### src/hw/rtl/tadsw_pkg.sv
`timescale 1ns / 1ps

package tadsw_pkg;

	// Configuration port
	localparam int CFG_IDX_BITS = 2;
	localparam int PCT_BITS     = 7;

	typedef enum logic [CFG_IDX_BITS-1:0] {
		REG_ENABLE,
		REG_STRENGTH,
		REG_BOUNCE,
		REG_SETTLE
	} cfg_reg_t;

	localparam logic [PCT_BITS-1:0] STRENGTH_RST = 7'd36;
	localparam logic [PCT_BITS-1:0] BOUNCE_RST   = 7'd58;
	localparam logic [PCT_BITS-1:0] SETTLE_RST   = 7'd68;

	typedef struct packed {
		logic                enable;
		logic [PCT_BITS-1:0] strength;
		logic [PCT_BITS-1:0] bounce;
		logic [PCT_BITS-1:0] settle;
	} cfg_t;

	// Request codes
	typedef enum logic [1:0] {
		REQ_TICK,
		REQ_BEGIN,
		REQ_END,
		REQ_OBS
	} req_t;

	// Coefficient formulas: (base + step * pct) / COEF_DEN, in Q.frac
	localparam longint GAIN_BASE   = 900;
	localparam longint GAIN_STEP   = 23;
	localparam longint SPRING_BASE = 1200;
	localparam longint SPRING_STEP = 19;
	localparam longint DAMP_BASE   = 7200;
	localparam longint DAMP_STEP   = 23;
	localparam longint COEF_DEN    = 10000;
	localparam longint VEL_LIMIT   = 28;
	localparam longint SETTLE_NUM  = 18;
	localparam longint SETTLE_DEN  = 100;

	// Elaboration-time only: rounded fixed-point coefficient
	function automatic longint coef_calc(input longint base, input longint step,
			input longint pct, input int frac);
		return (((base + step * pct) << frac) + (COEF_DEN / 2)) / COEF_DEN;
	endfunction

	// Datapath operations
	typedef enum logic [3:0] {
		OP_NONE,
		OP_LATCH,
		OP_CLEAR,
		OP_BEGIN,
		OP_END,
		OP_STORE_LAST,
		OP_DIFF,
		OP_MUL_IMP,
		OP_IMPULSE,
		OP_MUL_SPRING,
		OP_VEL_SPRING,
		OP_MUL_DAMP,
		OP_VEL_DAMP,
		OP_OFF_UPD,
		OP_EMIT_FINAL,
		OP_EMIT_PLACE
	} dp_op_t;

	typedef struct packed {
		dp_op_t op;
		logic   axis_y;
	} cmd_t;

	typedef struct packed {
		req_t req;
		logic enable;
		logic match;
		logic target_valid;
		logic alive;
		logic moving;
		logic have_last;
		logic settled;
		logic out_full;
	} sts_t;

	// Controller states
	typedef enum logic [3:0] {
		ST_IDLE,
		ST_DECODE,
		ST_IMP_MUL,
		ST_IMP_ADD,
		ST_SPR_MUL,
		ST_SPR_ADD,
		ST_DMP_MUL,
		ST_DMP_ADD,
		ST_OFF_ADD,
		ST_FINISH
	} state_t;

endpackage

### src/hw/rtl/tadsw_cfg.sv
`timescale 1ns / 1ps

module tadsw_cfg (
	input  logic                                 clk,
	input  logic                                 arst_n,
	input  logic                                 cfg_valid,
	output logic                                 cfg_ready,
	input  logic [tadsw_pkg::CFG_IDX_BITS-1:0]   cfg_index,
	input  logic [tadsw_pkg::PCT_BITS-1:0]       cfg_data,
	output tadsw_pkg::cfg_t                      cfg
);

	tadsw_pkg::cfg_t cfg_q;

	// Writes are always taken
	assign cfg_ready = 1'b1;
	assign cfg       = cfg_q;

	// Register file
	always_ff @(posedge clk or negedge arst_n) begin
		if (!arst_n) begin
			cfg_q.enable   <= 1'b1;
			cfg_q.strength <= tadsw_pkg::STRENGTH_RST;
			cfg_q.bounce   <= tadsw_pkg::BOUNCE_RST;
			cfg_q.settle   <= tadsw_pkg::SETTLE_RST;
		end else if (cfg_valid) begin
			unique case (tadsw_pkg::cfg_reg_t'(cfg_index))
				tadsw_pkg::REG_ENABLE:   cfg_q.enable   <= cfg_data[0];
				tadsw_pkg::REG_STRENGTH: cfg_q.strength <= cfg_data;
				tadsw_pkg::REG_BOUNCE:   cfg_q.bounce   <= cfg_data;
				tadsw_pkg::REG_SETTLE:   cfg_q.settle   <= cfg_data;
				default: ;
			endcase
		end
	end

endmodule

### src/hw/rtl/tadsw_ctrl.sv
`timescale 1ns / 1ps

module tadsw_ctrl (
	input  logic              clk,
	input  logic              arst_n,
	input  logic              in_valid,
	output logic              in_stall,
	input  tadsw_pkg::sts_t   sts,
	output tadsw_pkg::cmd_t   cmd
);

	tadsw_pkg::state_t state_q, state_d;
	logic              axis_q, axis_d;

	// State register
	always_ff @(posedge clk or negedge arst_n) begin
		if (!arst_n) begin
			state_q <= tadsw_pkg::ST_IDLE;
			axis_q  <= 1'b0;
		end else begin
			state_q <= state_d;
			axis_q  <= axis_d;
		end
	end

	// Next state and datapath commands
	always_comb begin
		state_d    = state_q;
		axis_d     = axis_q;
		cmd.op     = tadsw_pkg::OP_NONE;
		cmd.axis_y = axis_q;
		in_stall   = 1'b1;
		unique case (state_q)
			tadsw_pkg::ST_IDLE: begin
				in_stall = 1'b0;
				if (in_valid) begin
					cmd.op  = tadsw_pkg::OP_LATCH;
					state_d = tadsw_pkg::ST_DECODE;
				end
			end
			tadsw_pkg::ST_DECODE: begin
				state_d = tadsw_pkg::ST_IDLE;
				axis_d  = 1'b0;
				case (sts.req)
					tadsw_pkg::REQ_BEGIN: begin
						if (sts.enable)
							cmd.op = tadsw_pkg::OP_BEGIN;
					end
					tadsw_pkg::REQ_END: begin
						cmd.op = tadsw_pkg::OP_END;
					end
					tadsw_pkg::REQ_OBS: begin
						if (sts.enable && sts.match && sts.moving) begin
							if (!sts.have_last) begin
								cmd.op = tadsw_pkg::OP_STORE_LAST;
							end else begin
								cmd.op  = tadsw_pkg::OP_DIFF;
								state_d = tadsw_pkg::ST_IMP_MUL;
							end
						end
					end
					tadsw_pkg::REQ_TICK: begin
						if (!sts.enable || !sts.target_valid || !sts.alive)
							cmd.op = tadsw_pkg::OP_CLEAR;
						else
							state_d = tadsw_pkg::ST_SPR_MUL;
					end
					default: ;
				endcase
			end
			// Observed position: impulse on x, then y
			tadsw_pkg::ST_IMP_MUL: begin
				cmd.op  = tadsw_pkg::OP_MUL_IMP;
				state_d = tadsw_pkg::ST_IMP_ADD;
			end
			tadsw_pkg::ST_IMP_ADD: begin
				cmd.op = tadsw_pkg::OP_IMPULSE;
				if (!axis_q) begin
					axis_d  = 1'b1;
					state_d = tadsw_pkg::ST_IMP_MUL;
				end else begin
					state_d = tadsw_pkg::ST_IDLE;
				end
			end
			// Tick: spring, damping, offset on x, then y
			tadsw_pkg::ST_SPR_MUL: begin
				cmd.op  = tadsw_pkg::OP_MUL_SPRING;
				state_d = tadsw_pkg::ST_SPR_ADD;
			end
			tadsw_pkg::ST_SPR_ADD: begin
				cmd.op  = tadsw_pkg::OP_VEL_SPRING;
				state_d = tadsw_pkg::ST_DMP_MUL;
			end
			tadsw_pkg::ST_DMP_MUL: begin
				cmd.op  = tadsw_pkg::OP_MUL_DAMP;
				state_d = tadsw_pkg::ST_DMP_ADD;
			end
			tadsw_pkg::ST_DMP_ADD: begin
				cmd.op  = tadsw_pkg::OP_VEL_DAMP;
				state_d = tadsw_pkg::ST_OFF_ADD;
			end
			tadsw_pkg::ST_OFF_ADD: begin
				cmd.op = tadsw_pkg::OP_OFF_UPD;
				if (!axis_q) begin
					axis_d  = 1'b1;
					state_d = tadsw_pkg::ST_SPR_MUL;
				end else begin
					state_d = tadsw_pkg::ST_FINISH;
				end
			end
			// Result: wait here while the output register is held
			tadsw_pkg::ST_FINISH: begin
				if (sts.settled) begin
					if (!sts.out_full) begin
						cmd.op  = tadsw_pkg::OP_EMIT_FINAL;
						state_d = tadsw_pkg::ST_IDLE;
					end
				end else if (sts.have_last) begin
					if (!sts.out_full) begin
						cmd.op  = tadsw_pkg::OP_EMIT_PLACE;
						state_d = tadsw_pkg::ST_IDLE;
					end
				end else begin
					state_d = tadsw_pkg::ST_IDLE;
				end
			end
			default: state_d = tadsw_pkg::ST_IDLE;
		endcase
	end

endmodule

### src/hw/rtl/tadsw_dp.sv
`timescale 1ns / 1ps

module tadsw_dp #(
	parameter int FRAC_BITS = 12,
	parameter int POS_BITS  = 16,
	parameter int ID_BITS   = 16
) (
	input  logic                        clk,
	input  logic                        arst_n,
	input  tadsw_pkg::cfg_t             cfg,
	input  tadsw_pkg::cmd_t             cmd,
	output tadsw_pkg::sts_t             sts,
	input  logic [1:0]                  req_type,
	input  logic [ID_BITS-1:0]          window_id,
	input  logic                        window_alive,
	input  logic signed [POS_BITS-1:0]  pos_x,
	input  logic signed [POS_BITS-1:0]  pos_y,
	output logic                        out_valid,
	input  logic                        out_stall,
	output logic [ID_BITS-1:0]          target_id,
	output logic signed [POS_BITS-1:0]  place_x,
	output logic signed [POS_BITS-1:0]  place_y,
	output logic                        is_final
);

	localparam int VAL_BITS = FRAC_BITS + 12;
	localparam int CW       = FRAC_BITS + 1;
	localparam int MW       = (VAL_BITS > POS_BITS + 1) ? VAL_BITS : POS_BITS + 1;
	localparam int PW       = MW + CW + 1;
	localparam int XW       = PW + 2;
	localparam int NPCT     = 2 ** tadsw_pkg::PCT_BITS;

	localparam logic signed [XW-1:0] HALF = XW'(longint'(1) << (FRAC_BITS - 1));
	localparam logic signed [XW-1:0] VHI  = XW'((longint'(1) << (VAL_BITS - 1)) - 1);
	localparam logic signed [XW-1:0] VLO  = XW'(-(longint'(1) << (VAL_BITS - 1)));
	localparam logic signed [XW-1:0] PHI  = XW'((longint'(1) << (POS_BITS - 1)) - 1);
	localparam logic signed [XW-1:0] PLO  = XW'(-(longint'(1) << (POS_BITS - 1)));
	localparam logic signed [XW-1:0] LIM  = XW'(tadsw_pkg::VEL_LIMIT << FRAC_BITS);
	localparam logic signed [XW-1:0] NLIM = XW'(-(tadsw_pkg::VEL_LIMIT << FRAC_BITS));
	localparam logic signed [VAL_BITS-1:0] THR = VAL_BITS'(((tadsw_pkg::SETTLE_NUM
		<< FRAC_BITS) + tadsw_pkg::SETTLE_DEN / 2) / tadsw_pkg::SETTLE_DEN);
	localparam logic signed [VAL_BITS-1:0] NTHR = VAL_BITS'(-(((tadsw_pkg::SETTLE_NUM
		<< FRAC_BITS) + tadsw_pkg::SETTLE_DEN / 2) / tadsw_pkg::SETTLE_DEN));

	// Round to nearest, ties away from zero, dropping FRAC_BITS
	function automatic logic signed [XW-1:0] rescale(input logic signed [XW-1:0] v);
		logic signed [XW-1:0] t;
		t = v + HALF - $signed(XW'(v[XW-1]));
		return t >>> FRAC_BITS;
	endfunction

	function automatic logic signed [VAL_BITS-1:0] sat_val(input logic signed [XW-1:0] v);
		logic signed [XW-1:0] r;
		if (v > VHI)
			r = VHI;
		else if (v < VLO)
			r = VLO;
		else
			r = v;
		return r[VAL_BITS-1:0];
	endfunction

	function automatic logic signed [POS_BITS-1:0] sat_pos(input logic signed [XW-1:0] v);
		logic signed [XW-1:0] r;
		if (v > PHI)
			r = PHI;
		else if (v < PLO)
			r = PLO;
		else
			r = v;
		return r[POS_BITS-1:0];
	endfunction

	function automatic logic signed [VAL_BITS-1:0] clamp_lim(input logic signed [XW-1:0] v);
		logic signed [XW-1:0] r;
		if (v > LIM)
			r = LIM;
		else if (v < NLIM)
			r = NLIM;
		else
			r = v;
		return r[VAL_BITS-1:0];
	endfunction

	function automatic logic small_mag(input logic signed [VAL_BITS-1:0] v);
		return (v < THR) && (v > NTHR);
	endfunction

	// Latched input item
	tadsw_pkg::req_t             req_q;
	logic [ID_BITS-1:0]          id_q;
	logic                        alive_q;
	logic signed [POS_BITS-1:0]  px_q, py_q;

	// Effect state
	logic [ID_BITS-1:0]          target_q;
	logic                        target_valid_q, moving_q, have_last_q;
	logic signed [POS_BITS-1:0]  last_x_q, last_y_q;
	logic signed [VAL_BITS-1:0]  off_x_q, off_y_q, vel_x_q, vel_y_q;

	// Working registers
	logic signed [POS_BITS:0]    dx_q, dy_q;
	logic signed [PW-1:0]        prod_q;
	logic [CW-1:0]               gain_q, spring_q, damp_q;

	// Output register
	logic                        out_valid_q;
	logic [ID_BITS-1:0]          target_id_q;
	logic signed [POS_BITS-1:0]  place_x_q, place_y_q;
	logic                        is_final_q;

	logic [CW-1:0]               gain_tab   [NPCT];
	logic [CW-1:0]               spring_tab [NPCT];
	logic [CW-1:0]               damp_tab   [NPCT];

	logic signed [MW-1:0]        mul_a;
	logic signed [CW:0]          mul_b;
	logic signed [VAL_BITS-1:0]  off_sel, vel_sel;
	logic signed [XW-1:0]        prod_x, prod_rs;
	logic signed [VAL_BITS-1:0]  vel_imp, vel_spr, vel_dmp, off_new;
	logic signed [POS_BITS-1:0]  plc_x, plc_y;
	logic                        match;

	// Coefficient tables, one entry per percent setting
	for (genvar i = 0; i < NPCT; i++) begin : g_coef
		assign gain_tab[i]   = CW'(tadsw_pkg::coef_calc(tadsw_pkg::GAIN_BASE,
			tadsw_pkg::GAIN_STEP, i, FRAC_BITS));
		assign spring_tab[i] = CW'(tadsw_pkg::coef_calc(tadsw_pkg::SPRING_BASE,
			tadsw_pkg::SPRING_STEP, i, FRAC_BITS));
		assign damp_tab[i]   = CW'(tadsw_pkg::coef_calc(tadsw_pkg::DAMP_BASE,
			tadsw_pkg::DAMP_STEP, i, FRAC_BITS));
	end

	// Axis select
	assign off_sel = cmd.axis_y ? off_y_q : off_x_q;
	assign vel_sel = cmd.axis_y ? vel_y_q : vel_x_q;

	// Shared multiplier operands
	always_comb begin
		mul_a = '0;
		mul_b = '0;
		unique case (cmd.op)
			tadsw_pkg::OP_MUL_IMP: begin
				mul_a = cmd.axis_y ? MW'(dy_q) : MW'(dx_q);
				mul_b = $signed({1'b0, gain_q});
			end
			tadsw_pkg::OP_MUL_SPRING: begin
				mul_a = MW'(off_sel);
				mul_b = $signed({1'b0, spring_q});
			end
			tadsw_pkg::OP_MUL_DAMP: begin
				mul_a = MW'(vel_sel);
				mul_b = $signed({1'b0, damp_q});
			end
			default: ;
		endcase
	end

	// Post-multiply updates
	assign prod_x  = XW'(prod_q);
	assign prod_rs = rescale(prod_x);
	assign vel_imp = clamp_lim(XW'(vel_sel) + prod_x);
	assign vel_spr = sat_val(XW'(vel_sel) - prod_rs);
	assign vel_dmp = sat_val(prod_rs);
	assign off_new = sat_val(XW'(off_sel) + XW'(vel_sel));

	// Placement: last position plus rounded offset
	assign plc_x = sat_pos(XW'(last_x_q) + rescale(XW'(off_x_q)));
	assign plc_y = sat_pos(XW'(last_y_q) + rescale(XW'(off_y_q)));

	assign match = target_valid_q && (id_q == target_q);

	// Status to the controller
	always_comb begin
		sts.req          = req_q;
		sts.enable       = cfg.enable;
		sts.match        = match;
		sts.target_valid = target_valid_q;
		sts.alive        = alive_q;
		sts.moving       = moving_q;
		sts.have_last    = have_last_q;
		sts.settled      = !moving_q && small_mag(off_x_q) && small_mag(off_y_q)
			&& small_mag(vel_x_q) && small_mag(vel_y_q);
		sts.out_full     = out_valid_q && out_stall;
	end

	// Working and payload registers
	always_ff @(posedge clk) begin
		gain_q   <= gain_tab[cfg.strength];
		spring_q <= spring_tab[cfg.bounce];
		damp_q   <= damp_tab[cfg.settle];
		unique case (cmd.op)
			tadsw_pkg::OP_LATCH: begin
				req_q   <= tadsw_pkg::req_t'(req_type);
				id_q    <= window_id;
				alive_q <= window_alive;
				px_q    <= pos_x;
				py_q    <= pos_y;
			end
			tadsw_pkg::OP_DIFF: begin
				dx_q <= (POS_BITS + 1)'(px_q) - (POS_BITS + 1)'(last_x_q);
				dy_q <= (POS_BITS + 1)'(py_q) - (POS_BITS + 1)'(last_y_q);
			end
			tadsw_pkg::OP_MUL_IMP, tadsw_pkg::OP_MUL_SPRING, tadsw_pkg::OP_MUL_DAMP: begin
				prod_q <= mul_a * mul_b;
			end
			tadsw_pkg::OP_EMIT_FINAL: begin
				target_id_q <= target_q;
				place_x_q   <= last_x_q;
				place_y_q   <= last_y_q;
				is_final_q  <= 1'b1;
			end
			tadsw_pkg::OP_EMIT_PLACE: begin
				target_id_q <= target_q;
				place_x_q   <= plc_x;
				place_y_q   <= plc_y;
				is_final_q  <= 1'b0;
			end
			default: ;
		endcase
	end

	// Effect state
	always_ff @(posedge clk or negedge arst_n) begin
		if (!arst_n) begin
			target_q       <= '0;
			target_valid_q <= 1'b0;
			moving_q       <= 1'b0;
			have_last_q    <= 1'b0;
			last_x_q       <= '0;
			last_y_q       <= '0;
			off_x_q        <= '0;
			off_y_q        <= '0;
			vel_x_q        <= '0;
			vel_y_q        <= '0;
		end else begin
			unique case (cmd.op)
				tadsw_pkg::OP_CLEAR, tadsw_pkg::OP_EMIT_FINAL: begin
					target_q       <= '0;
					target_valid_q <= 1'b0;
					moving_q       <= 1'b0;
					have_last_q    <= 1'b0;
					last_x_q       <= '0;
					last_y_q       <= '0;
					off_x_q        <= '0;
					off_y_q        <= '0;
					vel_x_q        <= '0;
					vel_y_q        <= '0;
				end
				tadsw_pkg::OP_BEGIN: begin
					target_q       <= id_q;
					target_valid_q <= 1'b1;
					moving_q       <= 1'b1;
					have_last_q    <= 1'b1;
					last_x_q       <= px_q;
					last_y_q       <= py_q;
					off_x_q        <= '0;
					off_y_q        <= '0;
					vel_x_q        <= '0;
					vel_y_q        <= '0;
				end
				tadsw_pkg::OP_END: begin
					if (match)
						moving_q <= 1'b0;
				end
				tadsw_pkg::OP_STORE_LAST: begin
					last_x_q    <= px_q;
					last_y_q    <= py_q;
					have_last_q <= 1'b1;
				end
				tadsw_pkg::OP_DIFF: begin
					last_x_q <= px_q;
					last_y_q <= py_q;
				end
				tadsw_pkg::OP_IMPULSE: begin
					if (cmd.axis_y)
						vel_y_q <= vel_imp;
					else
						vel_x_q <= vel_imp;
				end
				tadsw_pkg::OP_VEL_SPRING: begin
					if (cmd.axis_y)
						vel_y_q <= vel_spr;
					else
						vel_x_q <= vel_spr;
				end
				tadsw_pkg::OP_VEL_DAMP: begin
					if (cmd.axis_y)
						vel_y_q <= vel_dmp;
					else
						vel_x_q <= vel_dmp;
				end
				tadsw_pkg::OP_OFF_UPD: begin
					if (cmd.axis_y)
						off_y_q <= off_new;
					else
						off_x_q <= off_new;
				end
				default: ;
			endcase
		end
	end

	// Output valid: set on emit, dropped once the transaction completes
	always_ff @(posedge clk or negedge arst_n) begin
		if (!arst_n) begin
			out_valid_q <= 1'b0;
		end else if (cmd.op == tadsw_pkg::OP_EMIT_FINAL || cmd.op == tadsw_pkg::OP_EMIT_PLACE) begin
			out_valid_q <= 1'b1;
		end else if (!out_stall) begin
			out_valid_q <= 1'b0;
		end
	end

	assign out_valid = out_valid_q;
	assign target_id = target_id_q;
	assign place_x   = place_x_q;
	assign place_y   = place_y_q;
	assign is_final  = is_final_q;

endmodule

### src/hw/rtl/two_axis_damped_spring_wobble_top.sv
`timescale 1ns / 1ps
// Two-axis damped spring for window wobble, one event per input transaction.
// Input channel (in_valid / in_stall): req_type selects tick, move begin,
// move end or position observed; window_id, window_alive, pos_x, pos_y go with it.
// Output channel (out_valid / out_stall): target_id, place_x, place_y, is_final.
// A tick yields at most one output transaction; other events yield none.
// Config channel (cfg_valid / cfg_ready, always ready): cfg_index 0 enable,
// 1 strength, 2 bounce, 3 settle percent; write only while the block is idle.
// Steps per item, set by the one shared multiplier stepped through each axis:
//   begin / end: latch and decode; observed position: two multiply-accumulates;
//   tick: spring multiply, damping multiply and offset add per axis,
//   then the result, which is registered as the output transaction.
// One item is worked at a time; in_stall is high while an item is in work.
// A finished result sits in the output register while the next item is taken;
// a tick that reaches its result while that register is still stalled waits.
// Reset clears all spring state and the output valid and restores the
// configuration defaults (enabled, 36 / 58 / 68 percent).

module two_axis_damped_spring_wobble_top #(
	parameter int FRAC_BITS = 12,
	parameter int POS_BITS  = 16,
	parameter int ID_BITS   = 16
) (
	input  logic                                clk,
	input  logic                                arst_n,
	input  logic                                in_valid,
	output logic                                in_stall,
	input  logic [1:0]                          req_type,
	input  logic [ID_BITS-1:0]                  window_id,
	input  logic                                window_alive,
	input  logic signed [POS_BITS-1:0]          pos_x,
	input  logic signed [POS_BITS-1:0]          pos_y,
	output logic                                out_valid,
	input  logic                                out_stall,
	output logic [ID_BITS-1:0]                  target_id,
	output logic signed [POS_BITS-1:0]          place_x,
	output logic signed [POS_BITS-1:0]          place_y,
	output logic                                is_final,
	input  logic                                cfg_valid,
	output logic                                cfg_ready,
	input  logic [tadsw_pkg::CFG_IDX_BITS-1:0]  cfg_index,
	input  logic [tadsw_pkg::PCT_BITS-1:0]      cfg_data
);

	tadsw_pkg::cfg_t cfg;
	tadsw_pkg::cmd_t cmd;
	tadsw_pkg::sts_t sts;

	tadsw_cfg u_cfg (
		.clk       (clk),
		.arst_n    (arst_n),
		.cfg_valid (cfg_valid),
		.cfg_ready (cfg_ready),
		.cfg_index (cfg_index),
		.cfg_data  (cfg_data),
		.cfg       (cfg)
	);

	tadsw_ctrl u_ctrl (
		.clk      (clk),
		.arst_n   (arst_n),
		.in_valid (in_valid),
		.in_stall (in_stall),
		.sts      (sts),
		.cmd      (cmd)
	);

	tadsw_dp #(
		.FRAC_BITS (FRAC_BITS),
		.POS_BITS  (POS_BITS),
		.ID_BITS   (ID_BITS)
	) u_dp (
		.clk          (clk),
		.arst_n       (arst_n),
		.cfg          (cfg),
		.cmd          (cmd),
		.sts          (sts),
		.req_type     (req_type),
		.window_id    (window_id),
		.window_alive (window_alive),
		.pos_x        (pos_x),
		.pos_y        (pos_y),
		.out_valid    (out_valid),
		.out_stall    (out_stall),
		.target_id    (target_id),
		.place_x      (place_x),
		.place_y      (place_y),
		.is_final     (is_final)
	);

endmodule

### config.mk
export PLATFORM = sky130hd
export DESIGN_NAME = two_axis_damped_spring_wobble_top
export DESIGN_NICKNAME = d
export VERILOG_FILES = /design/src/hw/rtl/tadsw_pkg.sv /design/src/hw/rtl/tadsw_cfg.sv /design/src/hw/rtl/tadsw_ctrl.sv /design/src/hw/rtl/tadsw_dp.sv /design/src/hw/rtl/two_axis_damped_spring_wobble_top.sv
export SDC_FILE = /design/constraint.sdc
export NUM_CORES = 2
export LEC_CHECK = 0
export BUFFER_PORTS_ARGS = -buffer_cell sky130_fd_sc_hd__clkbuf_2
export CAP_MARGIN = 20
export CORE_MARGIN = 10
export CORE_UTILIZATION = 45
export DETAILED_ROUTE_END_ITERATION = 10
export GPL_TIMING_DRIVEN = 1
export PLACE_DENSITY = 0.71
export RECOVER_POWER = 100
export SLEW_MARGIN = 20
export SYNTH_ARGS = -nofsm -noshare
export SYNTH_HDL_FRONTEND = slang
export SYNTH_SLANG_ARGS = --single-unit
### constraint.sdc
create_clock -name clk -period 13 [get_ports clk]
set_input_delay 0.65 -clock clk [delete_from_list [all_inputs] [get_ports clk]]
set_output_delay 0.65 -clock clk [all_outputs]
set_load 0.05 [all_outputs]
==> impl_metrics.tcl <==
set metrics [dict create \
    ys_warn_count 0 \
    chipWidth_um 335.2 \
    antenna_found_initial 2 \
    hold_path.class "in2reg" \
    cts-hold-fix-buffers 0 \
    tritoncts "built" \
    netlist_area_um2 44720 \
    seq_area_frac_synth_pct 22.93 \
    grt_pass1_wl_um 218200 \
    postCtsSetupBuffers 0 \
    clock_sinks 382 \
    fmax_mhz 84.80 \
    slew_headroom_pct -157.7 \
    dp_hpwl_um 108900 \
    synth_top_area_share_pct 13.30 \
    h-tree-depth 2 \
    die_y_um 335.2 \
    ys_async_sr_fraction_pct 45.81 \
    endpoint_kind "flop" \
    coreArea_um2 98560 \
    crit_start "u_dp.target_q[7]" \
    wl_per_cell_um 21.03 \
    vias_per_cell 6.027 \
    dr.first_iter.drc_count 4261 \
    syn_nets 6075 \
    cp_max_fo 38 \
    gr-usage-all-layers_pct 24.29 \
    first_global_vias 38444 \
    violations "max-capacitance violations, max-slew violations" \
    clk_latency_ps 650 \
    area_growth_pct 6.774 \
    synth-xor-area-share_pct 3.878 \
    remaining_drc_errors 0 \
    grt_overflow 0 \
    synth_fa_ha_area_share_pct 25.52 \
    skew_ps 74.70 \
    tns_ps 0 \
    cts_inserted_buffers 45 \
    ys_types 113 \
    route.antenna.remaining_nets 0 \
    clk_pin_slew_ps 60 \
    nets 6057 \
    synth-compound-area-share_pct 20.94 \
    cts_buffer_depth 3 \
    status "complete, but fails checks" \
    critPathRequiredTime_ps 13350 \
    cts_repair_resize_count 0 \
    setup_viol 0 \
    cpMostUsedCell "fa_1" \
    worst_pin_slew_ps 3866 \
    path_class "reg2reg" \
    maxCapViolCount 15 \
    drive_gt1_share_pct 6.271 \
    cts_root_buffer "clkbuf_16" \
    slowest_delay_ps 960 \
    synth-main-ff-cell "edfxtp_1" \
    cp_slowest_cell "o311ai_0" \
    grt_start_max_net_pins 75 \
    synth-seq-cells 382 \
    vias 39681 \
    drtPass1Iterations 8 \
    avgSynthCellArea_um2 8.474 \
    start_util_pct 45.37 \
    synthCells 5277 \
    synth_edf_count 172 \
    rows 115 \
    hold_violations 0 \
    maxSlewViolCount 813 \
    synth_top_family_by_area "adder cells" \
    drt-total-wl_um 138400 \
    cp-start-kind "flop" \
    die-area_um2 112400 \
    min_from "pos_y[12]" \
    synthMuxAreaShare_pct 3.041 \
    post-route-period-util_pct 90.71 \
    ys_top_cells_by_area "fa_1 13%, ha_1 12%, edfxtp_1 12%" \
    io-pin-count 117 \
    portBuffers 115 \
    arrival_ps 12140 \
    yosys.area_share.simple_pct 16.34 \
    netlist.top_cell.by_area "fa_1" \
    fin_crit_ps 11790 \
    rsz0062_at_grt "no" \
    routabilityCongestion 0.9721 \
    r2r_start "u_dp.target_q[7]" \
]
==> per-stage QoR <==
step | hold slack (ps) | utilization [%] | setup WS, ps | std cells | cell area, um2
final | 240.4 | 48.44 | 1207 | 6584 | 47750
after global routing | 228.6 | 48.44 | 563.4 | 6582 | 47740
after global placement | 465.9 | 47.09 | 1957 | 6499 | 46410
after detailed placement | 478.7 | 47.09 | 1787 | 6499 | 46410
after CTS | 37.33 | 48.62 | 1693 | 6581 | 47930
after floorplan | 354.4 | - | 2983 | 5277 | 44720
==> final cells by class <==
type                            count  area, um2
Sequential cell                   382      10260
Tap cell                         1287       1610
Multi-Input combinational cell   4043      31220
Clock inverter                     22      236.5
Clock buffer                       60       1276
Timing Repair Buffer              165      802.0
Fill cell                        9393      50820
Antenna cell                        3      7.507
Inverter                          622       2335
==> routing by layer <==
layer / wire (um) / vias up / global-route usage [%]
met2: 63470 / 1728 / 39.55
li1: - / 18492 / -
met1: 56400 / 19099 / 31.01
met3: 11900 / 362 / 4.943
met4: 6665 / 0 / 10.45
met5: 0 / - / 0
==> final timing paths <==
path	slack, ps	to	cells after the start
max	1210	u_dp.prod_q[37]	34
min	240	u_dp.py_q[12]	1
max reg2reg	1210	u_dp.prod_q[37]	34
min reg2reg	490	u_dp.target_q[6]	2
max in group asynchronous	6640	u_dp.last_x_q[10]	2
min in group asynchronous	1400	u_cfg.cfg[14]	1
==> cell usage after synthesis, types with 44 or more instances <==
cell	n
inv_1	618
ha_1	436
edfxtp_1	172
nor3_1	93
o22ai_1	54
dfrtp_1	166
a21oi_1	357
nand3_1	130
nand2b_1	49
a211oi_1	55
mux2_2	75
o21ai_0	282
a31oi_1	63
xor2_1	64
o211ai_1	44
a221o_1	53
nand2_1	486
a21o_1	105
nor2_1	533
nand4_1	49
clkbuf_1	159
fa_1	297
xnor2_1	134
==> cells by family (layout without fill, tap and decap cells) <==
group                      count (synthesis)  count (layout)
adders and majority gates                734             734
buffers and inverters                    852             869
other                                      1               4
and+or+nand+nor                         1589            1589
muxes                                    114             114
xor gates and xnor gates                 198             198
AOI/OAI and AO/OA                       1407            1407
DFF                                      382             382
==> critical path, delay by kind of cell (launching register included) <==
| family | cells | cell delay (ps) |
|---|---|---|
| compound gates | 14 | 4950 |
| flops | 1 | 410 |
| fa+ha+maj | 7 | 3440 |
| simple gates | 5 | 1570 |
| buf+inv | 6 | 870 |
| xor+xnor | 2 | 280 |
==> registers in the layout (all words and copies together), names as in the netlist, 17 cells and up <==
| signal | flops |
|---|---|
| u_cfg.cfg | 22 |
| u_dp.dx_q | 17 |
| u_dp.dy_q | 17 |
| u_dp.off_x_q | 24 |
| u_dp.off_y_q | 24 |
| u_dp.prod_q | 38 |
| u_dp.vel_x_q | 24 |
| u_dp.vel_y_q | 24 |
==> cell usage in the layout, fill, tap and decap left out, types with 37 or more instances in the layout <==
cell type / n
inv_1: 619
nor2_1: 529
nand2_1: 485
ha_1: 436
a21oi_1: 358
fa_1: 297
o21ai_0: 284
edfxtp_1: 172
dfrtp_1: 164
xnor2_1: 134
nand3_1: 130
a21o_1: 105
nor3_1: 91
clkbuf_1: 90
mux2_2: 75
xor2_1: 64
a31oi_1: 63
a211oi_1: 55
o22ai_1: 54
a221o_1: 53
clkbuf_2: 53
nand4_1: 49
nand2b_1: 49
clkbuf_16: 48
o211ai_1: 44
nor2b_1: 43
o21a_1: 37
Power is not shown: default switching activity piles up to over one toggle a cycle in this logic, so the estimate is an artifact.
